==> src/rtl/icl_pkg.sv <==
// Shared constants, codes and types of the interpolated color lookup.
package icl_pkg;

    localparam int TABLE_DEPTH   = 256;
    localparam int SAMPLE_BITS   = 16;
    localparam int FRACTION_BITS = 8;

    localparam int IDX_W     = $clog2(TABLE_DEPTH);
    localparam int QUO_W     = IDX_W + FRACTION_BITS;
    localparam int PROD_W    = SAMPLE_BITS + IDX_W;
    localparam int COUNT_W   = 9;
    localparam int CFG_W     = 16;
    localparam int CFG_IDX_W = 2;

    localparam int JOB_DEPTH = 4;
    localparam int JOB_PTR_W = $clog2(JOB_DEPTH);
    localparam int OUT_DEPTH = 2;
    localparam int OUT_PTR_W = $clog2(OUT_DEPTH);

    localparam logic [CFG_IDX_W-1:0] REG_RANGE_LOWER = 2'd0;
    localparam logic [CFG_IDX_W-1:0] REG_RANGE_UPPER = 2'd1;
    localparam logic [CFG_IDX_W-1:0] REG_ENTRY_COUNT = 2'd2;

    localparam logic CMD_WRITE  = 1'b0;
    localparam logic CMD_LOOKUP = 1'b1;

    localparam logic [1:0] FILL_NONE = 2'd0;
    localparam logic [1:0] FILL_ZERO = 2'd1;
    localparam logic [1:0] FILL_ONES = 2'd2;

    typedef struct packed {
        logic [7:0] alpha;
        logic [7:0] blue;
        logic [7:0] green;
        logic [7:0] red;
    } t_color;

    typedef struct packed {
        logic                   wr;
        logic                   res;
        logic                   interp;
        logic [1:0]             fill;
        logic [IDX_W-1:0]       base;
        logic [IDX_W-1:0]       wr_index;
        t_color                 wr_color;
        logic [PROD_W-1:0]      product;
        logic [SAMPLE_BITS-1:0] divisor;
    } t_job;

endpackage

==> src/rtl/icl_front.sv <==
// Front end: accepts items and classifies them into jobs for the back end.
module icl_front import icl_pkg::*; (
    input  logic                   i_push,
    input  logic                   i_queue_full,
    input  logic                   i_command,
    input  logic [7:0]             i_entry_index,
    input  logic [7:0]             i_entry_red,
    input  logic [7:0]             i_entry_green,
    input  logic [7:0]             i_entry_blue,
    input  logic [7:0]             i_entry_alpha,
    input  logic [15:0]            i_sample,
    input  logic                   i_sample_invalid,
    input  logic [CFG_W-1:0]       i_range_lower,
    input  logic [CFG_W-1:0]       i_range_upper,
    input  logic [COUNT_W-1:0]     i_entry_count,
    output logic                   o_job_push,
    output t_job                   o_job
);

    logic [SAMPLE_BITS-1:0] s;
    logic [SAMPLE_BITS-1:0] lo;
    logic [SAMPLE_BITS-1:0] hi;
    logic [SAMPLE_BITS-1:0] offset;
    logic [IDX_W-1:0]       last;
    logic                   at_low;
    logic                   at_high;

    assign o_job_push = i_push && !i_queue_full;

    always_comb begin
        s  = SAMPLE_BITS'(i_sample);
        lo = SAMPLE_BITS'(i_range_lower);
        hi = SAMPLE_BITS'(i_range_upper);
        if (32'(i_entry_count) > 32'(TABLE_DEPTH)) begin
            last = IDX_W'(TABLE_DEPTH - 1);
        end else begin
            last = IDX_W'(i_entry_count - 1'b1);
        end
        at_low  = s <= lo;
        at_high = s >= hi;
        offset  = s - lo;

        o_job.wr  = (i_command == CMD_WRITE) && (32'(i_entry_index) < 32'(TABLE_DEPTH));
        o_job.res = i_command == CMD_LOOKUP;
        if (i_sample_invalid) begin
            o_job.fill = FILL_ZERO;
        end else if (i_entry_count == '0) begin
            o_job.fill = FILL_ONES;
        end else begin
            o_job.fill = FILL_NONE;
        end
        o_job.interp         = (o_job.fill == FILL_NONE) && !at_low && !at_high;
        o_job.base           = at_low ? '0 : last;
        o_job.wr_index       = IDX_W'(i_entry_index);
        o_job.wr_color.red   = i_entry_red;
        o_job.wr_color.green = i_entry_green;
        o_job.wr_color.blue  = i_entry_blue;
        o_job.wr_color.alpha = i_entry_alpha;
        o_job.product        = offset * last;
        o_job.divisor        = hi - lo;
    end

endmodule

==> config.mk <==
export PLATFORM = sky130hd
export DESIGN_NAME = icl_front
export DESIGN_NICKNAME = d
export VERILOG_FILES = /design/src/rtl/icl_pkg.sv /design/src/rtl/icl_front.sv
export SDC_FILE = /design/constraint.sdc
export NUM_CORES = 1
export LEC_CHECK = 0
export BUFFER_PORTS_ARGS = -buffer_cell sky130_fd_sc_hd__clkbuf_2
export CAP_MARGIN = 0
export CORE_ASPECT_RATIO = 0.8
export CORE_UTILIZATION = 31
export DETAILED_ROUTE_END_ITERATION = 16
export PLACE_DENSITY = 0.59
export SLEW_MARGIN = 20
export SYNTH_ARGS = -nofsm -noshare
export SYNTH_HDL_FRONTEND = slang
export SYNTH_SLANG_ARGS = --single-unit
==> constraint.sdc <==
create_clock -name vclk -period 14.2
set_input_delay 3.55 -clock vclk [all_inputs]
set_output_delay 3.55 -clock vclk [all_outputs]
set_load 0.1 [all_outputs]
==> results.json, run 1 <==
{
  "outcome": "finished, final reports clean",
  "hp-start": "i_entry_red[0]",
  "fp.dieH_um": 132,
  "critPathRequiredTime_ps": 10650,
  "setup-tns-final_ps": 0,
  "timing_worst_slew_pin_value_ps": 747,
  "rows": 47,
  "hpwl_um": 14100,
  "arrival_ps": 10300,
  "globalRouteOverflowTotal": 0,
  "maximum_capacitance_violations": 0,
  "path_max_fanout": 8,
  "width_of_the_die_um": 164,
  "holdPathStages": 0,
  "cell_taking_the_most_area_after_synthesis": "fa_1",
  "report.final.hold_viol_count": 0,
  "num-clock-buffers": 0,
  "first_global_vias": 5736,
  "post_synthesis_net_count": 1119,
  "final_common_cell": "inv_1",
  "synthesis.area_per_instance_um2": 7.76,
  "gp_congestion": 0.854,
  "share_of_post_route_cells_with_drive_strength_above_1_pct": 17.8,
  "grt_start_max_net_pins": 18,
  "worstSetupPathType": "in2out",
  "crit_path_end_kind": "output port",
  "slew_violations": 0,
  "synth.yosys.seq_area_share_pct": 0,
  "routed_via_density": 5.00,
  "antenna_cells": 0,
  "synthesis.instances": 840,
  "nFillCells": 2224,
  "design.core.area_um2": 20600,
  "post_cts.repair.setup_buffers": 0,
  "synth_area_um2": 6520,
  "max_clock_freq_mhz": 72.2,
  "num-nets-final": 1184,
  "synth.area.top_cells": "fa_1, ha_1, inv_1, nor2_1, buf_4",
  "rsz0062_at_grt": "no",
  "ctsHoldBuffers": 0,
  "start_util_pct": 31.6,
  "area.growth.synth_to_final_pct": 10.1,
  "period_share_pct": 97.5,
  "drcViolationCount": 0,
  "grt_use_total_pct": 15.6,
  "synth.top_cell.area_share_pct": 26.4,
  "layout_min_cycle_time_ps": 13850,
  "seqCellArea_um2": 0,
  "vias": 5863,
  "drt_first_pass_iters": 8,
  "hold_class": "in2out",
  "grt_antenna_before_repair": 0,
  "postRouteAntennaNets": 0,
  "ios": 195,
  "global_route_wire_length_before_repair_um": 28200,
  "die-area_um2": 21600,
  "drt-initial-drc-count": 339,
  "io_buffer_count": 115,
  "synth_cell_type_count": 62,
  "report.final.setup_viol": 0,
  "route.final.wire_length_um": 16400,
  "postCtsResizedCells": 0,
  "cp-start-kind": "input pin",
  "mostFrequentLayoutCells": "inv_1, nor2_1, clkbuf_2, ha_1, fa_1",
  "wl_per_cell_um": 14.0,
  "seq_cell_count": 0,
  "maxSlewHeadroom_pct": 49.8,
  "timing.hold.worst_endpoint": "o_job[40]",
  "yosys_warnings": 0
}
[how the worst max path moves through the flow]
stage / start / to / cells after the start
3_3_place_gp: i_sample[0] / o_job[38] / 24
2_1_floorplan: i_sample[0] / o_job[38] / 24
3_5_place_dp: i_sample[0] / o_job[38] / 24
4_1_cts: i_sample[0] / o_job[38] / 24
5_1_grt: i_sample[0] / o_job[38] / 24
6_report: i_sample[0] / o_job[38] / 26
[synth_stat cells (3+ instances only)]
master / instances
xor2_1: 18
o31a_1: 4
and2_1: 4
o211ai_1: 4
buf_4: 42
or2_2: 16
or2_1: 3
clkbuf_1: 15
and4_1: 3
or3_1: 6
nor2b_1: 13
nor2_1: 135
nor3_1: 22
nand2b_1: 15
a211oi_1: 7
o21a_1: 12
a21oi_1: 36
nand4_1: 10
and3_1: 6
nand3_1: 9
xnor2_1: 23
a21o_1: 18
fa_1: 86
ha_1: 92
a31o_2: 3
o31ai_1: 4
a31oi_1: 3
nor3b_1: 3
buf_2: 4
nand2_1: 20
inv_1: 137
o21ai_0: 26
o21bai_1: 3
[stage by stage]
stage / instances / hold WS (ps) / utilization, % / area (um^2) / worst slack [ps]
5_1_grt: 1172 / 7100 / 34.8 / 7180 / 38.1
3_3_place_gp: 1172 / 7100 / 34.6 / 7150 / 368
4_1_cts: 1172 / 7100 / 34.6 / 7150 / 193
3_5_place_dp: 1172 / 7100 / 34.6 / 7150 / 260
6_report: 1172 / 7100 / 34.8 / 7180 / 349
2_1_floorplan: 840 / 7310 / - / 6520 / 236
[per-layer routing]
metal	GRT usage (%)	wire [um]	vias up	part of all wire (%)
li1	-	-	2854	-
met1	24.7	8480	2858	52
met2	23.8	7050	149	43
met3	1.48	854	2	5.2
met4	0.206	5	0	0.031
met5	0	0	-	0
[kinds of logic after synthesis]
kind of cell / Yosys count / synth area share (%)
xor+xnor: 42 / 5.75
simple gates: 273 / 20.1
buf+inv: 200 / 14.1
fa+ha+maj: 178 / 44.0
compound gates: 147 / 16.0
[area by class of cell]
| type | count | area [um^2] | share of cell area (%) |
|---|---|---|---|
| inverter | 137 | 514 | 7.16 |
| timing repair buffer | 126 | 696 | 9.68 |
| tap | 269 | 337 | 4.69 |
| multi-input combinational | 640 | 5640 | 78.5 |
[worst max-delay path, stage by stage]
cell and delay (ps):
clkbuf_2 80, inv_1 70, ha_1 200, fa_1 210, nand2b_1 170, a211oi_1 110
or3_1 520, a2111oi_4 410, a311oi_2 70, buf_4 190, or2_1 230, fa_1 510
inv_1 50, fa_1 460, fa_1 550, inv_1 60, fa_1 530, inv_1 40
ha_1 390, and2_1 190, a2111oi_0 390, o21ai_0 300, a221oi_2 390, o21ai_0 160
xor2_1 250, buf_12 210
Power of run 1 is left out: the tool's default activity adds up to more than one toggle a clock period on the data nets, which glitch-free logic cannot reach.
==> run 2, diff against run 1 <==
- ABC_AREA: not set -> 1
- PLACE_DENSITY: 0.59 -> 0.58
==> run 2 against run 1 <==
- sequential cell count did not move
- global-route usage increased by 0.26 points
- fmax grew 8.1%
- hold slack is essentially flat
- synthesized area increased by 11%
- final cell count up 28%
- setup slack gained 1000 ps
- synthesized cell count up 35%
- die area increased by 11%
- final area up 8.8%
==> results.json, run 2 <==
{
  "die-area_um2": 24000,
  "outcome": "finished, final reports clean",
  "vias": 6773,
  "final_common_cell": "nand2_1",
  "postRouteAntennaNets": 0,
  "width_of_the_die_um": 173,
  "wl_per_cell_um": 12.3,
  "synth_cell_type_count": 34,
  "ios": 195,
  "yosys_warnings": 0,
  "max_clock_freq_mhz": 78.0,
  "rows": 49,
  "post-place-ws_ps": 1430,
  "area.growth.synth_to_final_pct": 8.06,
  "crit_path_end_kind": "output port",
  "netlist_top_cells_count": "nand2_1, inv_1, nor2_1",
  "drt_first_pass_iters": 5,
  "start_util_pct": 31.9,
  "post_cts.repair.setup_buffers": 0,
  "timing_worst_slew_pin_value_ps": 559,
  "rsz0062_at_grt": "no",
  "synth.yosys.seq_area_share_pct": 0,
  "report.final.setup_viol": 0,
  "maxSlewHeadroom_pct": 62.9,
  "seq_cell_count": 0,
  "num-clock-buffers": 0,
  "global_route_wire_length_before_repair_um": 32000,
  "maximum_capacitance_violations": 0,
  "mostFrequentLayoutCells": "nand2_1, inv_1, nor2_1, clkbuf_2, ha_1",
  "synthesis.instances": 1133,
  "share_of_post_route_cells_with_drive_strength_above_1_pct": 12.8,
  "drt-initial-drc-count": 365,
  "setup-tns-final_ps": 0,
  "postCtsResizedCells": 0,
  "route.final.wire_length_um": 18600,
  "first_global_vias": 6693,
  "nFillCells": 2535,
  "design.core.area_um2": 22700,
  "drcViolationCount": 0,
  "fp.dieH_um": 139,
  "period_share_pct": 90.2,
  "hold_class": "in2out",
  "gp_congestion": 0.896,
  "post_synthesis_net_count": 1412,
  "synth.top_cell.area_share_pct": 23.8,
  "grt_start_max_net_pins": 15,
  "layout_min_cycle_time_ps": 12810,
  "seqCellArea_um2": 0,
  "grt_antenna_before_repair": 0,
  "antenna_cells": 0,
  "yosysMostFrequentCell": "nand2_1",
  "io_buffer_count": 115,
  "globalRouteOverflowTotal": 0,
  "grt_use_total_pct": 15.8,
  "critPathRequiredTime_ps": 10650,
  "hpwl_um": 16700,
  "synth_area_um2": 7230,
  "report.final.hold_viol_count": 0,
  "synth.area.top_cells": "fa_1, ha_1, nand2_1, inv_1, nor2_1",
  "synthesis.area_per_instance_um2": 6.39,
  "slew_violations": 0,
  "num-nets-final": 1481,
  "routed_via_density": 4.50,
  "cell_taking_the_most_area_after_synthesis": "fa_1",
  "ctsHoldBuffers": 0,
  "arrival_ps": 9260,
  "worstSetupPathType": "in2out",
  "cp-start-kind": "input pin",
  "setup_ws_ps": 1390,
  "path_max_fanout": 5
}
==> run 2: cell count changes in the layout (fill, tap and decap cells not counted), sizes merged, moves of 11 or more <==
| cell | change |
|---|---|
| a21o | -18 |
| nand2 | +269 |
| o21ai | -14 |
| or2 | -19 |
| nand3 | +60 |
| o21a | -11 |
| nand2b | -15 |
| xnor2 | -17 |
| nor3 | -17 |
| buf | -15 |
| nor2b | -13 |
| inv | +135 |
| a21oi | +11 |
| nor2 | +16 |
==> run 2: worst paths after layout <==
kind / start / end / slack [ps] / depth (start not counted)
max: i_sample[0] / o_job[31] / 1390 / 25
min: i_entry_red[1] / o_job[41] / 7100 / 0
==> run 2: critical path: stages <==
cell	delay [ps]
clkbuf_2	80
inv_1	50
ha_1	240
fa_1	430
inv_1	100
nand3_1	70
nand3_1	120
xor2_1	390
inv_1	180
nor2_1	160
fa_1	470
fa_1	520
fa_1	540
inv_1	50
fa_1	530
inv_1	40
ha_1	340
nand2_1	100
nor2_1	250
nand2_1	90
nand2_1	160
nand2_1	70
nand2_1	70
xor2_1	180
clkbuf_2	480
==> run 2: cell families (layout without fill, tap and decap cells) <==
group / after synthesis / after routing / share of synthesized area [%]
fa+ha+maj: 178 / 178 / 39.7
compound gates: 68 / 68 / 5.12
simple gates: 537 / 537 / 31.9
buf+inv: 322 / 389 / 19.5
xor+xnor: 28 / 28 / 3.70
==> run 2: metrics by stage <==
step                      hold slack (ps)  instances  util, %  cell area [um^2]
after floorplan                      7310       1133        -              7230
after global placement               7100       1506     34.5              7820
after detailed placement             7100       1506     34.5              7820
after CTS                            7100       1506     34.5              7820
after global routing                 7100       1506     34.5              7820
final                                7100       1506     34.5              7820
==> run 2: layer usage <==
metal / wire, um / part of all wire (%) / GRT usage [%] / vias to the layer above
li1: - / - / - / 3501
met1: 9240 / 50 / 22.9 / 3094
met2: 8190 / 44 / 26.8 / 168
met3: 1030 / 5.5 / 1.29 / 10
met4: 113 / 0.61 / 0.932 / 0
met5: 0 / 0 / 0 / -
==> run 2: final cells by class <==
| class | count | area (um^2) | area share, % |
|---|---|---|---|
| Multi-Input combinational cell | 811 | 5820 | 74.5 |
| Inverter | 273 | 1030 | 13.2 |
| Timing Repair Buffer | 116 | 583 | 7.46 |
| Tap cell | 306 | 383 | 4.90 |
Power of run 2 is left out for the same reason.
