[config.mk]
export PLATFORM = sky130hd
export DESIGN_NAME = icl_job_queue
export DESIGN_NICKNAME = d
export VERILOG_FILES = /design/src/rtl/icl_pkg.sv /design/src/rtl/icl_job_queue.sv
export SDC_FILE = /design/constraint.sdc
export NUM_CORES = 1
export LEC_CHECK = 0
export BUFFER_PORTS_ARGS = -buffer_cell sky130_fd_sc_hd__buf_2
export CAP_MARGIN = 20
export CORE_MARGIN = 4
export CORE_UTILIZATION = 43
export DETAILED_ROUTE_END_ITERATION = 8
export HOLD_SLACK_MARGIN = 0.05
export PLACE_DENSITY_LB_ADDON = 0.08
export SYNTH_ARGS = -nofsm -noshare
export SYNTH_HDL_FRONTEND = slang
export SYNTH_SLANG_ARGS = --single-unit
[constraint.sdc]
create_clock -name i_clk -period 8.6 [get_ports i_clk]
set_input_delay 0.43 -clock i_clk [delete_from_list [all_inputs] [get_ports i_clk]]
set_output_delay 0.43 -clock i_clk [all_outputs]
set_load 0.03 [all_outputs]
[src/rtl/icl_pkg.sv]
// Shared constants, codes and types of the interpolated color lookup.
package icl_pkg;

    localparam int TABLE_DEPTH   = 256;
    localparam int SAMPLE_BITS   = 16;
    localparam int FRACTION_BITS = 8;

    localparam int IDX_W     = $clog2(TABLE_DEPTH);
    localparam int QUO_W     = IDX_W + FRACTION_BITS;
    localparam int PROD_W    = SAMPLE_BITS + IDX_W;
    localparam int COUNT_W   = 9;
    localparam int CFG_W     = 16;
    localparam int CFG_IDX_W = 2;

    localparam int JOB_DEPTH = 4;
    localparam int JOB_PTR_W = $clog2(JOB_DEPTH);
    localparam int OUT_DEPTH = 2;
    localparam int OUT_PTR_W = $clog2(OUT_DEPTH);

    localparam logic [CFG_IDX_W-1:0] REG_RANGE_LOWER = 2'd0;
    localparam logic [CFG_IDX_W-1:0] REG_RANGE_UPPER = 2'd1;
    localparam logic [CFG_IDX_W-1:0] REG_ENTRY_COUNT = 2'd2;

    localparam logic CMD_WRITE  = 1'b0;
    localparam logic CMD_LOOKUP = 1'b1;

    localparam logic [1:0] FILL_NONE = 2'd0;
    localparam logic [1:0] FILL_ZERO = 2'd1;
    localparam logic [1:0] FILL_ONES = 2'd2;

    typedef struct packed {
        logic [7:0] alpha;
        logic [7:0] blue;
        logic [7:0] green;
        logic [7:0] red;
    } t_color;

    typedef struct packed {
        logic                   wr;
        logic                   res;
        logic                   interp;
        logic [1:0]             fill;
        logic [IDX_W-1:0]       base;
        logic [IDX_W-1:0]       wr_index;
        t_color                 wr_color;
        logic [PROD_W-1:0]      product;
        logic [SAMPLE_BITS-1:0] divisor;
    } t_job;

endpackage

[src/rtl/icl_job_queue.sv]
// Short job queue between the front end and the back end.
module icl_job_queue import icl_pkg::*; (
    input  logic i_clk,
    input  logic i_rst_n,
    input  logic i_push,
    input  t_job i_job,
    output logic o_full,
    input  logic i_pop,
    output logic o_empty,
    output t_job o_job
);

    t_job               r_mem [JOB_DEPTH];
    logic [JOB_PTR_W-1:0] r_wr_ptr;
    logic [JOB_PTR_W-1:0] r_rd_ptr;
    logic [JOB_PTR_W:0]   r_count;
    logic [JOB_PTR_W:0]   n_count;

    assign o_full  = r_count == (JOB_PTR_W+1)'(JOB_DEPTH);
    assign o_empty = r_count == '0;
    assign o_job   = r_mem[r_rd_ptr];

    always_comb begin
        n_count = r_count;
        if (i_push && !i_pop) begin
            n_count = r_count + 1'b1;
        end else if (!i_push && i_pop) begin
            n_count = r_count - 1'b1;
        end
    end

    always_ff @(posedge i_clk) begin
        if (!i_rst_n) begin
            r_wr_ptr <= '0;
            r_rd_ptr <= '0;
            r_count  <= '0;
        end else begin
            if (i_push) begin
                r_wr_ptr <= r_wr_ptr + 1'b1;
            end
            if (i_pop) begin
                r_rd_ptr <= r_rd_ptr + 1'b1;
            end
            r_count <= n_count;
        end
    end

    always_ff @(posedge i_clk) begin
        if (i_push) begin
            r_mem[r_wr_ptr] <= i_job;
        end
    end

endmodule

==> qor.csv, run 1 <==
stage,metric,value,unit
run,Max Cap Viol,0,
cts,CTS tree,yes,
yosys,"flops & latches, synth",381,
finish,area grow syn2layout,19.03,%
worst_hold_path,Hold Path Stages,1,
power_and_ir_drop,Power Density,259.2,mW/mm2
setup_path,reg2reg start,r_wr_ptr[0],
finish,final net count,852,
worst_hold_path,Worst Hold Launch,i_job[87],
yosys,simple logic cell fraction of the synthesized area,0.006588,
yosys,yosys warns,0,
setup_path,worst reg2reg path depth,4,
cts,Clock Sinks,381,
route,via count,6245,
yosys,Yosys cell types,21,
route,vias per inst,5.279,
die,area of the core,0.03172,mm2
setup_path,CP Launch Type,flop,
setup_path,WS Path Type,reg2out,
timing,total negative setup slack,0,ns
finish,Fill cells,2508,
finish,Finished Core Util,0.5202,
timing,fmax,0.3079,GHz
outcome,status,"finished, final reports clean",
yosys,Post-Syn Area per Cell,26.26,um2
yosys,most frequent cell after synthesis,edfxtp_1,
setup_path,"slowest stage delay, CP",0.74,ns
route,DR WL/cell,22.75,um
power_and_ir_drop,Max IR drop VDD,0.1760,mV
yosys,dominant cells by area after synthesis,"edfxtp_1 81%, mux4_2 15%, dfxtp_1 1.3%, buf_6 0.65%, ha_1 0.45%",
finish,layout cell share with drive strength beyond 1,0.4469,
global_route,All-Layer GR Usage,0.1537,
power_and_ir_drop,leakage power,5.543,nW
setup_path,CP endpoint kind,output port,
setup_path,R2R setup slack,6.21,ns
yosys,mapped cell area,0.01386,mm2
cts,clk buf depth,3,
cts,Post-CTS Setup Bufs,0,
yosys,compound-gate portion of the synthesized area,0.0009025,
route,drt drc,0,
cts,Max H-tree Level,2,
setup_path,slowest CP cell,buf_4,
timing,clk_skew,0.008789,ns
setup_path,worst-path fanout max,38,
yosys,number of synthesized flops with an enable pin,372,
worst_hold_path,hold crit path type,in2reg,
placement,Placer Congestion,0.7295,
cts,Skew-Pair Late Insertion Delay,0.52,ns
finish,antenna cells,0,
yosys,Post-Syn Nets,631,
die,# rows,65,
global_route,first-pass GRT wire length,41.64,mm
timing,endpoints failing hold,0,
placement,post-DP HPWL,15.76,mm
setup_path,worst-path cell chain,buf_4 > mux4_2 > buf_2,
timing,final critical-path required period,3.247,ns
timing,Final Max Slew Viols,0,
timing,Slew headroom,0.4322,
yosys,Post-Synth XOR/XNOR Area,0.003159,
cts,cells resized by post-CTS repair,0,
cts,clock slew at reported path FFs,0.05,ns
yosys,Post-synth ARST share,0,
die,DIE HEIGHT,187.6,um
yosys,mux cell area share after synthesis,0.1525,
route,Initial DRC Count,367,
yosys,Post-Synthesis Cells,528,
route,"antenna viol nets, final",0,
yosys,Synth area leader,edfxtp_1,
setup_path,Crit path required time,8.17,ns
yosys,register area share after synthesis,0.8188,
cts,# hold bufs at CTS,0,
yosys,synth cell count leaders,"372 x edfxtp_1, 93 x mux4_2, 9 x and2_1, 9 x dfxtp_1",
die,full die area,0.03518,mm2
cts,CTS root buf,clkbuf_16,
global_route,vias in the first global route,6905,
yosys,area share of the largest cell type after synthesis,0.8058,
route,final wirelength,26.92,mm
die,I/O pin cnt,192,
global_route,largest net degree at the start of global routing,54,
timing,RSZ-0062 raised after global routing,false,
route,DR pass1 iterations,4,
timing,final setup fails,0,
timing,Final Cycle Share,0.3776,
yosys,Post-Synth Adder-Cell Area,0.005957,
timing,worst-margin pin slew,0.8517,ns
global_route,GR Overflow Total,0,
cts,total CTS buffers,41,
finish,Seq. cell area,0.01136,mm2
yosys,largest family of logic cells by synthesized area,multiplexers,
die,initial core utilization,0.4371,
placement,IO Port Bufs,191,
finish,area of the multi-input gates,0.002355,mm2
setup_path,Critical Path AT,2.82,ns
yosys,ys flop type,edfxtp_1,
die,Die X,187.6,um
global_route,initial antenna violation count,6,
worst_hold_path,hold worst-path end,r_mem[1][87],
setup_path,worst reg2reg path endpoint,r_mem[0][79],
layer usage:
layer	track usage	wire (um)
met3	0.04281	1708
met1	0.2036	11220
met2	0.2545	13350
met4	0.04094	563
met5	0	74
worst max-delay path, delay by kind of cell, from the launching register on:
family / cells / cell delay, ns
multiplexers: 1 / 0.62
flip-flops: 1 / 0.71
buffers and inverters: 2 / 0.94
state kept, by name, indices dropped and copies added, names as in the netlist, named ones only:
| name | cells |
|---|---|
| r_wr_ptr | 2 |
| r_rd_ptr | 2 |
| r_mem | 372 |
| r_count | 3 |
layout by cell type (no fill, tap or decap), types with 5 or more instances in the layout:
| master | netlist | final |
|---|---|---|
| mux4_2 | 93 | 93 |
| clkbuf_1 | 2 | 12 |
| edfxtp_1 | 372 | 372 |
| and2_1 | 9 | 5 |
| buf_4 | 2 | 7 |
| clkbuf_16 | 0 | 43 |
| dfxtp_1 | 9 | 7 |
| ha_1 | 5 | 5 |
| buf_2 | 8 | 191 |
| clkinv_1 | 0 | 11 |
| clkinv_2 | 0 | 6 |
cells by family after synthesis:
logic type,after synthesis
mux,95
simple gates,15
flops,381
fa+ha+maj,6
compound gates,2
buf+inv,24
xor+xnor,5
through the flow:
| step | total power, mW | setup slack (ns) | instance area (um2) | instances | hold slack [ns] |
|---|---|---|---|---|---|
| after floorplan | 2.540 | 5.443 | 13860 | 528 | 0.4724 |
| final | 4.278 | 5.353 | 16500 | 1183 | 0.1236 |
| after CTS | 4.336 | 5.213 | 16500 | 1183 | 0.09882 |
| after global placement | 2.689 | 5.782 | 15240 | 1108 | 0.4858 |
| after detailed placement | 2.701 | 5.769 | 15240 | 1108 | 0.5329 |
| after global routing | 4.452 | 5.098 | 16500 | 1183 | 0.1056 |
power breakdown:
part / internal [mW] / switching (mW)
sequential: 2.13 / 0.0358
clock: 0.973 / 0.655
combinational: 0.173 / 0.306
total: 3.28 / 0.998
how the worst max path moves through the flow:
stage / endpoint / slack [ns] / start / cells after the start
3_5_place_dp: o_job[6] / 5.77 / flop / 3
5_1_grt: o_job[3] / 5.10 / flop / 3
2_1_floorplan: r_mem[0][0] / 5.44 / r_wr_ptr[0] / 3
6_report: o_job[6] / 5.35 / flop / 3
4_1_cts: o_job[6] / 5.21 / flop / 3
3_3_place_gp: o_job[6] / 5.78 / flop / 3
layout make-up:
cell class	count	share of cell area
flip-flops and latches	381	0.6884
inverters	4	0.0009099
multi-input cells	123	0.1427
clock inverters	20	0.008493
repair buffers	198	0.06112
clock buffers	55	0.06794
well taps	402	0.03048
Power figures use the tool's default switching activity.
==> run 2: changes to the inputs <==
Clock period 8.6 ns to 3.1 ns, I/O delays scaled along.
==> run 2 against run 1 <==
Final cell count grew 9.0%; setup slack lost 4.6 ns; sequential share of layout area shrank 4.4 points; power grew to 2.8 times the previous value; sequential cell count is the same; critical path type unchanged; critical endpoint is now o_job[15].
==> qor.csv, run 2 (same netlist as run 1, synthesis figures left out) <==
stage,metric,value,unit,change
setup_path,worst-path cell chain,buf_4 > mux4_2 > buf_2,,unchanged
power_and_ir_drop,Power Density,682.9,mW/mm2,was 259.2 mW/mm2
die,initial core utilization,0.4371,,unchanged
setup_path,R2R setup slack,1.22,ns,was 6.21 ns
route,vias per inst,5.112,,was 5.279
setup_path,worst reg2reg path endpoint,r_mem[0][12],,was r_mem[0][79]
cts,Max H-tree Level,2,,unchanged
finish,final std cells w/o fill,1290,,"was 1,183"
die,full die area,0.03518,mm2,unchanged
cts,CTS tree,yes,,unchanged
worst_hold_path,Worst Hold Launch,i_job[40],,was i_job[87]
global_route,initial antenna violation count,1,,was 6
cts,clk buf depth,3,,unchanged
setup_path,WS Path Type,reg2out,,unchanged
cts,clock slew at reported path FFs,0.06,ns,was 0.05 ns
die,area of the core,0.03172,mm2,unchanged
global_route,All-Layer GR Usage,0.1592,,was 0.1537
setup_path,CP endpoint kind,output port,,unchanged
setup_path,Critical Path AT,2.19,ns,was 2.82 ns
timing,total negative setup slack,0,ns,unchanged
placement,IO Port Bufs,191,,unchanged
cts,total CTS buffers,41,,unchanged
setup_path,Crit path required time,2.94,ns,was 8.17 ns
finish,antenna cells,0,,unchanged
placement,Post-Place Cells,1118,,"was 1,108"
route,final wirelength,27.79,mm,was 26.92 mm
route,DR pass1 iterations,4,,unchanged
timing,fmax,0.4263,GHz,
timing,Final Max Slew Viols,0,,unchanged
finish,final net count,958,,was 852
die,DIE HEIGHT,187.6,um,unchanged
outcome,status,"finished, final reports clean",,unchanged
die,# rows,65,,unchanged
finish,"commonest non-fill, non-tap cell in the layout",edfxtp_1,,unchanged
cts,Post-CTS Setup Bufs,0,,unchanged
cts,CTS root buf,clkbuf_16,,unchanged
timing,clk_skew,0.007238,ns,was 0.008789 ns
run,Max Cap Viol,0,,unchanged
timing,RSZ-0062 raised after global routing,false,,unchanged
global_route,first-pass GRT wire length,43.45,mm,was 41.64 mm
timing,Slew headroom,0.5841,,was 0.4322
finish,Largest regs,"r_mem (372), r_count (3)",,unchanged
worst_hold_path,hold crit path type,in2reg,,unchanged
finish,layout cell share with drive strength beyond 1,0.4077,,was 0.4469
global_route,vias in the first global route,7372,,"was 6,905"
finish,area grow syn2layout,27.07,%,was 19.03%
setup_path,CP Launch Type,flop,,unchanged
timing,worst-margin pin slew,0.6238,ns,was 0.8517 ns
finish,Fill cells,2441,,"was 2,508"
power_and_ir_drop,leakage power,6.021,nW,was 5.543 nW
finish,number of flip-flops in the largest register,372,,unchanged
worst_hold_path,Hold Path Stages,2,,was 1
die,Die X,187.6,um,unchanged
setup_path,slowest CP cell,dfxtp_4,,was buf_4
timing,final setup fails,0,,unchanged
finish,Biggest register,r_mem,,unchanged
setup_path,reg2reg start,r_wr_ptr[0],,unchanged
placement,post-DP HPWL,17.00,mm,was 15.76 mm
setup_path,"slowest stage delay, CP",0.63,ns,was 0.74 ns
timing,Final Cycle Share,0.7567,,
finish,most frequent cells in the layout,"372 x edfxtp_1, 191 x buf_2, 96 x dlygate4sd3_1, 93 x mux4_2, 41 x clkbuf_16",,"was 372 x edfxtp_1, 191 x buf_2, 93 x mux4_2, 43 x clkbuf_16, 12 x clkbuf_1"
route,via count,6595,,"was 6,245"
worst_hold_path,hold worst-path end,r_mem[3][40],,was r_mem[1][87]
route,Initial DRC Count,316,,was 367
timing,final critical-path required period,2.346,ns,
cts,Clock Sinks,381,,unchanged
die,I/O pin cnt,192,,unchanged
setup_path,worst reg2reg path depth,4,,unchanged
global_route,GR Overflow Total,0,,unchanged
route,drt drc,0,,unchanged
setup_path,worst-path fanout max,28,,was 38
route,DR WL/cell,21.54,um,was 22.75 um
cts,Skew-Pair Late Insertion Delay,0.52,ns,about the same
timing,endpoints failing hold,0,,unchanged
route,"antenna viol nets, final",0,,unchanged
power_and_ir_drop,Max IR drop VDD,0.4524,mV,was 0.1760 mV
placement,Placer Congestion,0.7236,,was 0.7295
global_route,largest net degree at the start of global routing,45,,was 54
==> run 2: per-stage QoR <==
step | utilization | cell area (um2) | power, mW | hold WS [ns] | worst slack (ns)
global route | 0.5554 | 17620 | 12.53 | 0.3527 | 0.6285
global placement | 0.4852 | 15390 | 7.501 | 0.3634 | 1.230
floorplan | - | 13870 | 7.035 | 0.2539 | 0.9690
CTS | 0.5554 | 17620 | 12.21 | 0.3409 | 0.6852
finish | 0.5554 | 17620 | 12.03 | 0.3737 | 0.7544
detailed placement | 0.4852 | 15390 | 7.529 | 0.3734 | 1.200
==> run 2: area by class of cell <==
| class | instances | area (um2) | area share |
|---|---|---|---|
| Sequential cell | 381 | 11360 | 0.6448 |
| Multi-Input combinational cell | 123 | 2355 | 0.1337 |
| Timing Repair Buffer | 304 | 2120 | 0.1203 |
| Clock buffer | 55 | 1099 | 0.06236 |
| Tap cell | 402 | 503.0 | 0.02855 |
| Clock inverter | 21 | 166.4 | 0.009447 |
| Inverter | 4 | 15.01 | 0.0008523 |
==> run 2: how the worst max path moves through the flow <==
stage / slack, ns / cells past startpoint / endpoint
6_report: 0.75 / 3 / o_job[15]
4_1_cts: 0.69 / 3 / o_job[3]
5_1_grt: 0.63 / 3 / o_job[63]
3_5_place_dp: 1.20 / 4 / r_mem[0][12]
2_1_floorplan: 0.97 / 3 / r_mem[2][0]
3_3_place_gp: 1.23 / 4 / r_mem[0][12]
==> run 2: timing repair <==
action	4_1_cts	5_1_grt
endpoints found under the hold margin	381	0
hold buffers	96	0
resized for setup	0	0
==> run 2: where the power goes <==
group          internal, mW  leakage [nW]  switching, mW
Combinational         0.584          1.91          0.911
Clock                  2.67         0.622           1.88
Sequential             5.92          3.49         0.0710
==> run 2: worst max-delay path: cells and delay by family (launching register included) <==
kind,cells,cell delay [ns]
buffers and inverters,2,0.63
DFF,1,0.63
muxes,1,0.39
==> run 2: routing by layer <==
layer  wire [um]  track usage  vias to the layer above  share of wire
met5           7            0                        -        0.00025
met4         460      0.03896                        2          0.017
met3        1524      0.03723                       36          0.055
met2       13700       0.2602                      164           0.49
met1       12090       0.2205                     3456           0.44
li1            -            -                     2937              -
