[src/rtl/icl_pkg.sv]
// Shared constants, codes and types of the interpolated color lookup.
package icl_pkg;

    localparam int TABLE_DEPTH   = 256;
    localparam int SAMPLE_BITS   = 16;
    localparam int FRACTION_BITS = 8;

    localparam int IDX_W     = $clog2(TABLE_DEPTH);
    localparam int QUO_W     = IDX_W + FRACTION_BITS;
    localparam int PROD_W    = SAMPLE_BITS + IDX_W;
    localparam int COUNT_W   = 9;
    localparam int CFG_W     = 16;
    localparam int CFG_IDX_W = 2;

    localparam int JOB_DEPTH = 4;
    localparam int JOB_PTR_W = $clog2(JOB_DEPTH);
    localparam int OUT_DEPTH = 2;
    localparam int OUT_PTR_W = $clog2(OUT_DEPTH);

    localparam logic [CFG_IDX_W-1:0] REG_RANGE_LOWER = 2'd0;
    localparam logic [CFG_IDX_W-1:0] REG_RANGE_UPPER = 2'd1;
    localparam logic [CFG_IDX_W-1:0] REG_ENTRY_COUNT = 2'd2;

    localparam logic CMD_WRITE  = 1'b0;
    localparam logic CMD_LOOKUP = 1'b1;

    localparam logic [1:0] FILL_NONE = 2'd0;
    localparam logic [1:0] FILL_ZERO = 2'd1;
    localparam logic [1:0] FILL_ONES = 2'd2;

    typedef struct packed {
        logic [7:0] alpha;
        logic [7:0] blue;
        logic [7:0] green;
        logic [7:0] red;
    } t_color;

    typedef struct packed {
        logic                   wr;
        logic                   res;
        logic                   interp;
        logic [1:0]             fill;
        logic [IDX_W-1:0]       base;
        logic [IDX_W-1:0]       wr_index;
        t_color                 wr_color;
        logic [PROD_W-1:0]      product;
        logic [SAMPLE_BITS-1:0] divisor;
    } t_job;

endpackage

[src/rtl/icl_out_queue.sv]
// Result queue at the output of the back end.
module icl_out_queue import icl_pkg::*; (
    input  logic   i_clk,
    input  logic   i_rst_n,
    input  logic   i_push,
    input  t_color i_color,
    output logic   o_full,
    input  logic   i_pop,
    output logic   o_empty,
    output t_color o_color
);

    t_color               r_mem [OUT_DEPTH];
    logic [OUT_PTR_W-1:0] r_wr_ptr;
    logic [OUT_PTR_W-1:0] r_rd_ptr;
    logic [OUT_PTR_W:0]   r_count;
    logic [OUT_PTR_W:0]   n_count;
    logic                 do_pop;

    assign o_full  = r_count == (OUT_PTR_W+1)'(OUT_DEPTH);
    assign o_empty = r_count == '0;
    assign o_color = r_mem[r_rd_ptr];
    assign do_pop  = i_pop && !o_empty;

    always_comb begin
        n_count = r_count;
        if (i_push && !do_pop) begin
            n_count = r_count + 1'b1;
        end else if (!i_push && do_pop) begin
            n_count = r_count - 1'b1;
        end
    end

    always_ff @(posedge i_clk) begin
        if (!i_rst_n) begin
            r_wr_ptr <= '0;
            r_rd_ptr <= '0;
            r_count  <= '0;
        end else begin
            if (i_push) begin
                r_wr_ptr <= r_wr_ptr + 1'b1;
            end
            if (do_pop) begin
                r_rd_ptr <= r_rd_ptr + 1'b1;
            end
            r_count <= n_count;
        end
    end

    always_ff @(posedge i_clk) begin
        if (i_push) begin
            r_mem[r_wr_ptr] <= i_color;
        end
    end

endmodule
[config.mk]
export PLATFORM = sky130hd
export DESIGN_NAME = icl_out_queue
export DESIGN_NICKNAME = d
export VERILOG_FILES = /design/src/rtl/icl_pkg.sv /design/src/rtl/icl_out_queue.sv
export SDC_FILE = /design/constraint.sdc
export NUM_CORES = 1
export LEC_CHECK = 0
export BUFFER_PORTS_ARGS = -buffer_cell sky130_fd_sc_hd__buf_2
export CAP_MARGIN = 20
export CORE_MARGIN = 2
export CORE_UTILIZATION = 57
export CTS_BUF_LIST = sky130_fd_sc_hd__clkbuf_4 sky130_fd_sc_hd__clkbuf_8
export DETAILED_ROUTE_END_ITERATION = 16
export GPL_TIMING_DRIVEN = 0
export PLACE_DENSITY = 0.93
export REMOVE_ABC_BUFFERS = 1
export SLEW_MARGIN = 30
export SYNTH_ARGS = -nofsm -noshare
export SYNTH_HDL_FRONTEND = slang
export SYNTH_SLANG_ARGS = --single-unit
export TNS_END_PERCENT = 10
[constraint.sdc]
create_clock -name i_clk -period 4.8 [get_ports i_clk]
set_clock_uncertainty 0.05 [all_clocks]
set_input_delay 0.96 -clock i_clk [delete_from_list [all_inputs] [get_ports i_clk]]
set_output_delay 0.96 -clock i_clk [all_outputs]
set_load 0.05 [all_outputs]
==> flow_metrics.py, run 1 <==
metrics = {
    "grt": {
        "grt_pass1_wl_um": 6530,
        "grt_usage": 0.176,
        "grt-ovfl-total": 0,
        "grt_max_degree": 33,
        "antenna_found_initial": 0,
        "grt_pass1_vias": 1329,
    },
    "routing": {
        "drt_iter0_drc": 100,
        "routed.top_layer": "met3",
        "dr_total_vias": 1317,
        "wl_met2_um": 2200,
        "drtPass1Iterations": 4,
        "wl_per_cell_um": 16.4,
        "final_antenna_net_count": 0,
        "drc_errors": 0,
        "via_per_inst": 5.12,
        "met1_length_um": 1770,
        "wirelength_um": 4220,
        "route.met3.wl_um": 258,
    },
    "clocking": {
        "cts_resized": 0,
        "path_clk_slew_ns": 0.07,
        "clock_path_buffers": 2,
        "clock_latency_ns": 0.32,
        "ctsHoldBuffers": 0,
        "postCtsSetupBuffers": 0,
        "cts_tree": "done",
        "root_buffer": "clkbuf_8",
        "cts_made_buffers": 9,
        "cts_sinks": 69,
        "cts_max_level": 3,
    },
    "pwr": {
        "vdd_drop_max_uv": 349,
        "power.leakage_nw": 1.20,
        "p_per_area_nw_per_um2": 548,
    },
    "logic_synthesis": {
        "synth.area.mux_share": 0.143,
        "ys_types": 17,
        "synthAdderAreaFrac": 0.00495,
        "yosysWarnings": 0,
        "yosysTopAreaCell": "edfxtp_1",
        "synth_cells": 122,
        "synth_top_family_by_area": "multiplexers",
        "synth_seq_area_share": 0.800,
        "synthXorXnorAreaFrac": 0.0104,
        "yosys.area.top_type_share": 0.761,
        "syn_area_sq_um": 2530,
        "synthTopCellsByArea": "edfxtp_1 (76%), mux2_2 (13%), dfxtp_1 (4.0%)",
        "synth_simple_gate_area_frac": 0.0213,
        "synth_compound_area_frac": 0.00991,
        "syn_avg_cell_area_sq_um": 20.7,
        "synth-seq-cells": 69,
    },
    "floorplan": {
        "initial_core_util": 0.584,
        "io_pins": 70,
        "die-area_sq_um": 4980,
        "die_y_um": 70.6,
        "die_w_um": 70.6,
        "coreArea_sq_um": 4320,
        "placementRows": 24,
    },
    "critical_path": {
        "cp.arrival_ns": 1.76,
        "crit_required_ns": 3.79,
        "crit_type": "reg -> out",
        "critPathLaunchType": "register",
        "crit_fanout": 32,
        "crit_path_end_kind": "primary output",
    },
    "sta": {
        "maxSlewViolCount": 0,
        "rsz0062_at_grt": "no",
        "fin_crit_sh": 0.577,
        "setup_viol": 0,
        "final.setup.tns_ns": 0,
        "max_freq_ghz": 0.361,
        "slew_headroom": 0.516,
        "min_period_ns": 2.77,
        "finalHoldViolCount": 0,
        "worst_pin_slew_ns": 0.725,
    },
    "placement": {
        "gp_congestion": 0.669,
        "placed_cell_area_sq_um": 2980,
        "io_buffers": 69,
        "dpl.hpwl_um": 2910,
    },
    "cells_and_area": {
        "nFillCells": 289,
        "syn_to_final_growth_pct": 24.4,
        "num_antenna_cells": 0,
        "fin_area_sq_um": 3140,
        "nets": 237,
        "drive_gt1_frac": 0.585,
    },
    "outcome": {
        "status": "complete, no violations",
    },
    "hold_path": {
        "hp-class": "reg -> reg",
    },
    "run": {
        "drv_cap": 0,
    },
}
[critical path, stage by stage (launching register included)]
cell and delay, ns:
dfxtp_2 0.79, mux2_1 0.41, buf_2 0.22
[stage by stage]
stage | utilization | total power, mW | setup WS (ns) | hold WS (ns) | std cells
2_1_floorplan | - | 1.22 | 1.89 | 0.429 | 118
3_3_place_gp | 0.673 | 1.33 | 1.06 | 0.448 | 239
3_5_place_dp | 0.688 | 1.35 | 2.34 | 0.509 | 241
4_1_cts | 0.727 | 1.74 | 1.98 | 0.523 | 257
5_1_grt | 0.727 | 1.80 | 1.92 | 0.541 | 257
6_report | 0.727 | 1.72 | 2.03 | 0.522 | 257
[final timing paths]
kind | cells past startpoint | startpoint | to | slack, ns
worst max register to register | 4 | r_count[0]$_SDFFE_PN0P_ | r_count[1]$_SDFFE_PN0P_ | 3.29
worst min register to register | 2 | r_count[1]$_SDFFE_PN0P_ | r_count[1]$_SDFFE_PN0P_ | 0.52
worst max-delay path | 2 | register | o_color[30] | 2.03
worst min-delay path | 2 | r_count[1]$_SDFFE_PN0P_ | r_count[1]$_SDFFE_PN0P_ | 0.52
[power breakdown]
| part | switching, mW | internal (mW) | leakage, nW |
|---|---|---|---|
| Combinational | 0.385 | 0.183 | 0.465 |
| Clock | 0.194 | 0.195 | 0.0897 |
| Sequential | 0.0601 | 0.705 | 0.642 |
| Total | 0.639 | 1.08 | 1.20 |
[area by class of cell]
class	count	area (sq um)	share of cell area
Clock buffer	11	139	0.0442
Clock inverter	5	27.5	0.00876
Multi-Input combinational cell	49	487	0.155
Sequential cell	69	2020	0.644
Tap cell	52	65.1	0.0207
Timing Repair Buffer	71	400	0.127
[state kept, by name, summed over array words and instances (netlist names), named ones only]
register	flops
r_count	2
r_mem	64
r_rd_ptr	1
r_wr_ptr	1
[cell usage in the layout (no fill, tap or decap), drive strengths merged]
cell,count
dfxtp,5
and2,4
clkinvlp,1
buf,71
or3,1
xor2,1
nor2,1
xnor2,2
a21boi,1
edfxtp,64
clkinv,4
ha,1
mux2,32
o21ai,2
nor2b,3
o21a,1
clkbuf,11
[metal layers]
| metal | vias to the layer above | track usage |
|---|---|---|
| met2 | 49 | 0.290 |
| li1 | 629 | - |
| met5 | - | 0 |
| met4 | 0 | 0.0440 |
| met1 | 639 | 0.230 |
| met3 | 0 | 0.0613 |
[synth_stat cells]
library cell / instances
or3_1: 1
clkbuf_1: 1
xor2_1: 1
a21boi_1: 1
buf_4: 3
o21a_1: 1
mux2_1: 2
edfxtp_1: 64
o21ai_1: 1
nor2_1: 1
o21ai_0: 1
xnor2_1: 2
ha_1: 1
nor2b_1: 3
dfxtp_1: 5
mux2_2: 30
and2_1: 4
[cells by family (layout without fill, tap and decap cells)]
group / count (synthesis) / count (layout)
buf+inv: 4 / 87
simple gates: 9 / 9
compound gates: 4 / 4
flops: 69 / 69
xor+xnor: 3 / 3
fa+ha+maj: 1 / 1
mux: 32 / 32
No activity file was read; power rests on OpenSTA's default activity.
==> inputs of run 2 (changes only) <==
Settings changed: ABC_AREA set to 1, CORE_UTILIZATION 57 to 54, PLACE_DENSITY 0.93 to 0.88.
Clock period 4.8 ns to 2.83 ns, I/O delays scaled along.
==> run 2 against run 1 <==
Compared with the run above: largest cell class unchanged; hold slack got worse by 0.15 ns; routed wire length shrank 1.3%; core utilization is 3.5 points lower; critical path type unchanged; non-clock buffer count is 1 lower; clock-buffer cell count decreased by 2; sequential cell count unchanged; first-iteration DRC count shrank 50%; clock power increased by 110%; worst setup slack got worse by 1.5 ns; critical path depth stayed put; total power increased by 51%.
==> flow_metrics.py, run 2 <==
metrics = {
    "sta": {
        "maxSlewViolCount": 0,
        "fin_crit_sh": 0.812,
        "max_freq_ghz": 0.435,
        "setup_viol": 0,
        "min_period_ns": 2.30,
        "slew_headroom": 0.520,
        "worst_pin_slew_ns": 0.718,
        "finalHoldViolCount": 0,
        "rsz0062_at_grt": "no",
    },
    "logic_synthesis": {
        "synth-seq-cells": 69,
        "synth_cells": 137,
        "synth_simple_gate_area_frac": 0.0292,
        "synthTopCellsByArea": "edfxtp_1 (71%), mux2_4 (17%), dfxtp_1 (3.7%)",
        "syn_avg_cell_area_sq_um": 19.7,
        "synth_compound_area_frac": 0.00371,
        "synth_edf_count": 64,
        "synthTopCellsByCount": "edfxtp_1 (64), mux2_4 (30), nor2_1 (10)",
        "yosysTopAreaCell": "edfxtp_1",
        "yosysMostFrequentCell": "edfxtp_1",
        "synthAdderAreaFrac": 0.00463,
        "syn_area_sq_um": 2700,
        "synthArstFlopShare": 0,
        "synth-main-ff-cell": "edfxtp_1",
        "yosys.area.top_type_share": 0.711,
        "synth.area.mux_share": 0.175,
        "yosysWarnings": 0,
        "synth_seq_area_share": 0.748,
        "synthXorXnorAreaFrac": 0,
        "ys_types": 14,
        "synth_top_family_by_area": "multiplexers",
    },
    "cells_and_area": {
        "largest_register_ffs": 64,
        "finalNonFillerCells": 286,
        "syn_to_final_growth_pct": 22.6,
        "drive_gt1_frac": 0.548,
        "top_register": "r_mem",
        "fin_util": 0.692,
        "final_common_cell": "buf_2",
        "num_antenna_cells": 0,
        "final_cell_mix": "buf_2 (69), edfxtp_1 (64), mux2_4 (30), nor2_1 (9), clkbuf_8 (9)",
        "top_regs": "r_mem (64), r_count (2)",
        "nets": 251,
        "fin_area_sq_um": 3310,
    },
    "critical_path": {
        "crit_type": "reg -> out",
        "crit_fanout": 32,
        "cp.arrival_ns": 1.68,
        "crit_path_end_kind": "primary output",
        "critPathLaunchType": "register",
        "r2r-start": "r_wr_ptr$_SDFFE_PN0P_",
        "crit_required_ns": 2.21,
    },
    "grt": {
        "grt_pass1_wl_um": 6110,
        "antenna_found_initial": 0,
        "grt-ovfl-total": 0,
        "grt_pass1_vias": 1286,
        "grt_usage": 0.159,
        "grt_max_degree": 33,
    },
    "placement": {
        "io_buffers": 69,
        "placed_cell_area_sq_um": 3100,
        "dp_cells": 270,
        "dpl.hpwl_um": 2800,
        "gp_congestion": 0.705,
    },
    "pwr": {
        "p_per_area_nw_per_um2": 783,
        "power.leakage_nw": 1.35,
        "vdd_drop_max_uv": 497,
        "power_mw": 2.59,
    },
    "clocking": {
        "path_clk_slew_ns": 0.07,
        "ctsHoldBuffers": 0,
        "cts_resized": 0,
        "clock_latency_ns": 0.33,
        "cts_max_level": 3,
        "cts_sinks": 69,
        "root_buffer": "clkbuf_8",
        "postCtsSetupBuffers": 0,
        "cts_made_buffers": 9,
        "cts_tree": "done",
        "clock_path_buffers": 2,
    },
    "floorplan": {
        "io_pins": 70,
        "initial_core_util": 0.564,
        "die_y_um": 74.7,
        "die_w_um": 74.7,
        "die-area_sq_um": 5580,
        "placementRows": 25,
        "coreArea_sq_um": 4790,
    },
    "hold_path": {
        "hp-class": "in -> reg",
        "worstHoldStart": "i_color[14]",
    },
    "routing": {
        "drt_iter0_drc": 50,
        "via_per_inst": 4.77,
        "drc_errors": 0,
        "wirelength_um": 4170,
        "wl_per_cell_um": 14.6,
        "dr_total_vias": 1365,
        "drtPass1Iterations": 4,
        "final_antenna_net_count": 0,
    },
    "run": {
        "drv_cap": 0,
    },
    "outcome": {
        "status": "complete, no violations",
    },
}
run 2: cell types whose count changed after synthesis, sizes merged, moves of 2 or more:
cell / before / now
inv: 0 / 9
nor2: 1 / 10
nand2: 0 / 8
and2: 4 / 0
nor2b: 3 / 0
xnor2: 2 / 0
run 2: metal layers:
layer	GRT usage	wire [um]
met1	0.170	1650
met4	0.0833	60
met3	0.0549	238
met5	0	0
met2	0.277	2220
run 2: worst paths after layout:
| path | to | slack [ns] | cells after the start |
|---|---|---|---|
| max | o_color[11] | 0.53 | 2 |
| min | r_mem[1][14]$_DFFE_PP_ | 0.37 | 1 |
| max reg2reg | r_mem[1][22]$_DFFE_PP_ | 1.37 | 2 |
| min reg2reg | r_rd_ptr$_SDFFE_PN0P_ | 0.46 | 2 |
run 2: cell families after synthesis:
| kind of cell | Yosys count |
|---|---|
| AO/OA/AOI/OAI | 2 |
| adder cells (fa/ha/maj) | 1 |
| buffers and inverters | 13 |
| flip-flops | 69 |
| multiplexers | 32 |
| AND/OR/NAND/NOR | 20 |
run 2: area by class of cell:
type,instances,area (sq um)
repair buffers,70,373
clock buffers,9,124
well taps,67,83.8
inverters,9,33.8
multi-input cells,55,582
fillers,326,1470
clock inverters,7,90.1
flip-flops and latches,69,2030
run 2: per-stage QoR:
| stage | TNS [ns] | setup slack (ns) | hold slack (ns) |
|---|---|---|---|
| floorplan | 0 | 0.304 | 0.417 |
| global placement | -16.80 | -0.421 | 0.427 |
| detailed placement | 0 | 0.868 | 0.447 |
| CTS | 0 | 0.504 | 0.355 |
| global route | 0 | 0.458 | 0.351 |
| finish | 0 | 0.533 | 0.372 |
run 2: power by group:
part	switching (mW)	internal [mW]	total [mW]	leakage, nW
logic	0.338	0.180	0.519	0.604
registers	0.0550	1.18	1.24	0.643
clock network	0.346	0.491	0.837	0.107
run 2: critical path, stage by stage (launching register included):
cell	delay, ns
dfxtp_4	0.72
mux2_2	0.40
buf_2	0.21
==> inputs of run 3 (changes only) <==
Settings changed: ABC_AREA 1 to 0, CORE_UTILIZATION 54 to 53.
Clock period 2.83 ns to 2.2 ns, I/O delays scaled along.
==> run 3 against run 2 <==
Compared with the run above: hold slack worse by 0.14 ns; final area decreased by 2.0%; via count down 0.44%; largest cell class unchanged; largest power group unchanged; highest routed layer unchanged.
==> flow_metrics.py, run 3 (synthesis gave the netlist of run 1 again) <==
metrics = {
    "outcome": {
        "status": "complete, no violations",
    },
    "placement": {
        "placed_cell_area_sq_um": 3010,
        "dpl.hpwl_um": 2800,
        "pre_cts_slack_ns": 0.344,
        "dp_cells": 244,
        "io_buffers": 69,
        "gp_congestion": 0.657,
    },
    "clocking": {
        "clock_path_buffers": 2,
        "ctsHoldBuffers": 0,
        "postCtsSetupBuffers": 0,
        "cts_sinks": 69,
        "cts_tree": "done",
        "path_clk_slew_ns": 0.07,
        "cts_made_buffers": 9,
        "root_buffer": "clkbuf_8",
        "clock_latency_ns": 0.34,
        "cts_resized": 1,
        "cts_max_level": 3,
    },
    "sta": {
        "setup_ws_ns": 0.125,
        "finalHoldViolCount": 0,
        "slew_headroom": 0.617,
        "rsz0062_at_grt": "no",
        "fin_crit_sh": 0.943,
        "worst_pin_slew_ns": 0.573,
        "maxSlewViolCount": 0,
        "max_freq_ghz": 0.482,
        "setup_viol": 0,
        "hold_ws_ns": 0.232,
        "min_period_ns": 2.08,
    },
    "critical_path": {
        "r2r_end": "r_count[1]$_SDFFE_PN0P_",
        "critPathLaunchType": "register",
        "crit_path_end_kind": "primary output",
        "crit_required_ns": 1.71,
        "rr_worst_depth": 4,
        "cp.arrival_ns": 1.59,
        "crit_fanout": 18,
        "r2r-start": "r_count[0]$_SDFFE_PN0P_",
        "r2r_slack_ns": 0.73,
        "crit_type": "reg -> out",
    },
    "floorplan": {
        "initial_core_util": 0.542,
        "placementRows": 25,
        "die-area_sq_um": 5330,
        "io_pins": 70,
        "coreArea_sq_um": 4660,
        "die_y_um": 73.0,
        "die_w_um": 73.0,
    },
    "pwr": {
        "intPower_mw": 2.73,
        "p_seq_frac": 0.393,
        "clock_power_share": 0.290,
        "p_comb_frac": 0.317,
        "power_switching_mw": 1.43,
        "switching_share": 0.344,
        "p_per_area_nw_per_um2": 1280,
        "vdd_drop_max_uv": 914,
        "power.leakage_nw": 1.24,
    },
    "routing": {
        "wl_per_cell_um": 15.9,
        "via_per_inst": 5.23,
        "drc_errors": 0,
        "wirelength_um": 4130,
        "final_antenna_net_count": 0,
        "dr_total_vias": 1359,
        "drtPass1Iterations": 4,
        "drt_iter0_drc": 72,
    },
    "cells_and_area": {
        "top_regs": "r_mem (64), r_count (2)",
        "fin_util": 0.696,
        "final_common_cell": "buf_2",
        "fin_area_sq_um": 3240,
        "finalNonFillerCells": 260,
        "top_register": "r_mem",
        "syn_to_final_growth_pct": 28.4,
        "drive_gt1_frac": 0.583,
        "final_cell_mix": "buf_2 (69), edfxtp_1 (64), mux2_2 (30), clkbuf_8 (9), dfxtp_1 (4)",
        "num_antenna_cells": 0,
        "nets": 238,
        "largest_register_ffs": 64,
    },
    "grt": {
        "antenna_found_initial": 0,
        "grt_pass1_wl_um": 6130,
        "grt_usage": 0.167,
        "grt_max_degree": 19,
        "grt-ovfl-total": 0,
        "grt_pass1_vias": 1369,
    },
    "hold_path": {
        "whs_path_depth": 1,
        "hp-class": "in -> reg",
        "worstHoldStart": "i_color[27]",
        "min_to": "r_mem[1][27]$_DFFE_PP_",
    },
    "run": {
        "drv_cap": 0,
    },
}
## run 3: routing by layer
metal  part of all wire  vias to the layer above  wire, um  global-route usage
met5                  0                        -         0                   0
li1                   -                      634         -                   -
met3              0.064                        8       264              0.0608
met1               0.39                      661      1620               0.175
met2               0.52                       56      2160               0.271
met4              0.022                        0        92               0.130
## run 3: area by class of cell
class	count	area [sq um]
clock inverters	7	113
fillers	302	1420
clock buffers	9	124
well taps	54	67.6
flip-flops and latches	69	2030
repair buffers	72	428
multi-input cells	49	487
## run 3: power by group through the flow
stage,registers (mW),clock network (mW),logic [mW]
6_report,1.63,1.21,1.32
3_5_place_dp,1.66,0,1.33
4_1_cts,1.64,1.24,1.33
2_1_floorplan,1.66,0,0.998
5_1_grt,1.65,1.28,1.38
3_3_place_gp,1.70,0,1.21
## run 3: metrics by stage
step	total power [mW]	TNS, ns
after CTS	4.20	0
after detailed placement	2.99	0
after global routing	4.32	0
after floorplan	2.66	-6.33
final	4.16	0
after global placement	2.92	-43.08
## run 3: how the worst max path moves through the flow
stage	endpoint	slack (ns)
finish	o_color[2]	0.12
global route	o_color[23]	0.05
CTS	o_color[27]	0.09
detailed placement	o_color[27]	0.34
global placement	r_mem[0][27]$_DFFE_PP_	-1.06
floorplan	r_mem[0][0]$_DFFE_PP_	-0.19
## run 3: worst max-delay path, cell delays in order (launching register included)
cell	delay, ns
dfxtp_4	0.49
buf_16	0.19
mux2_2	0.34
buf_2	0.21
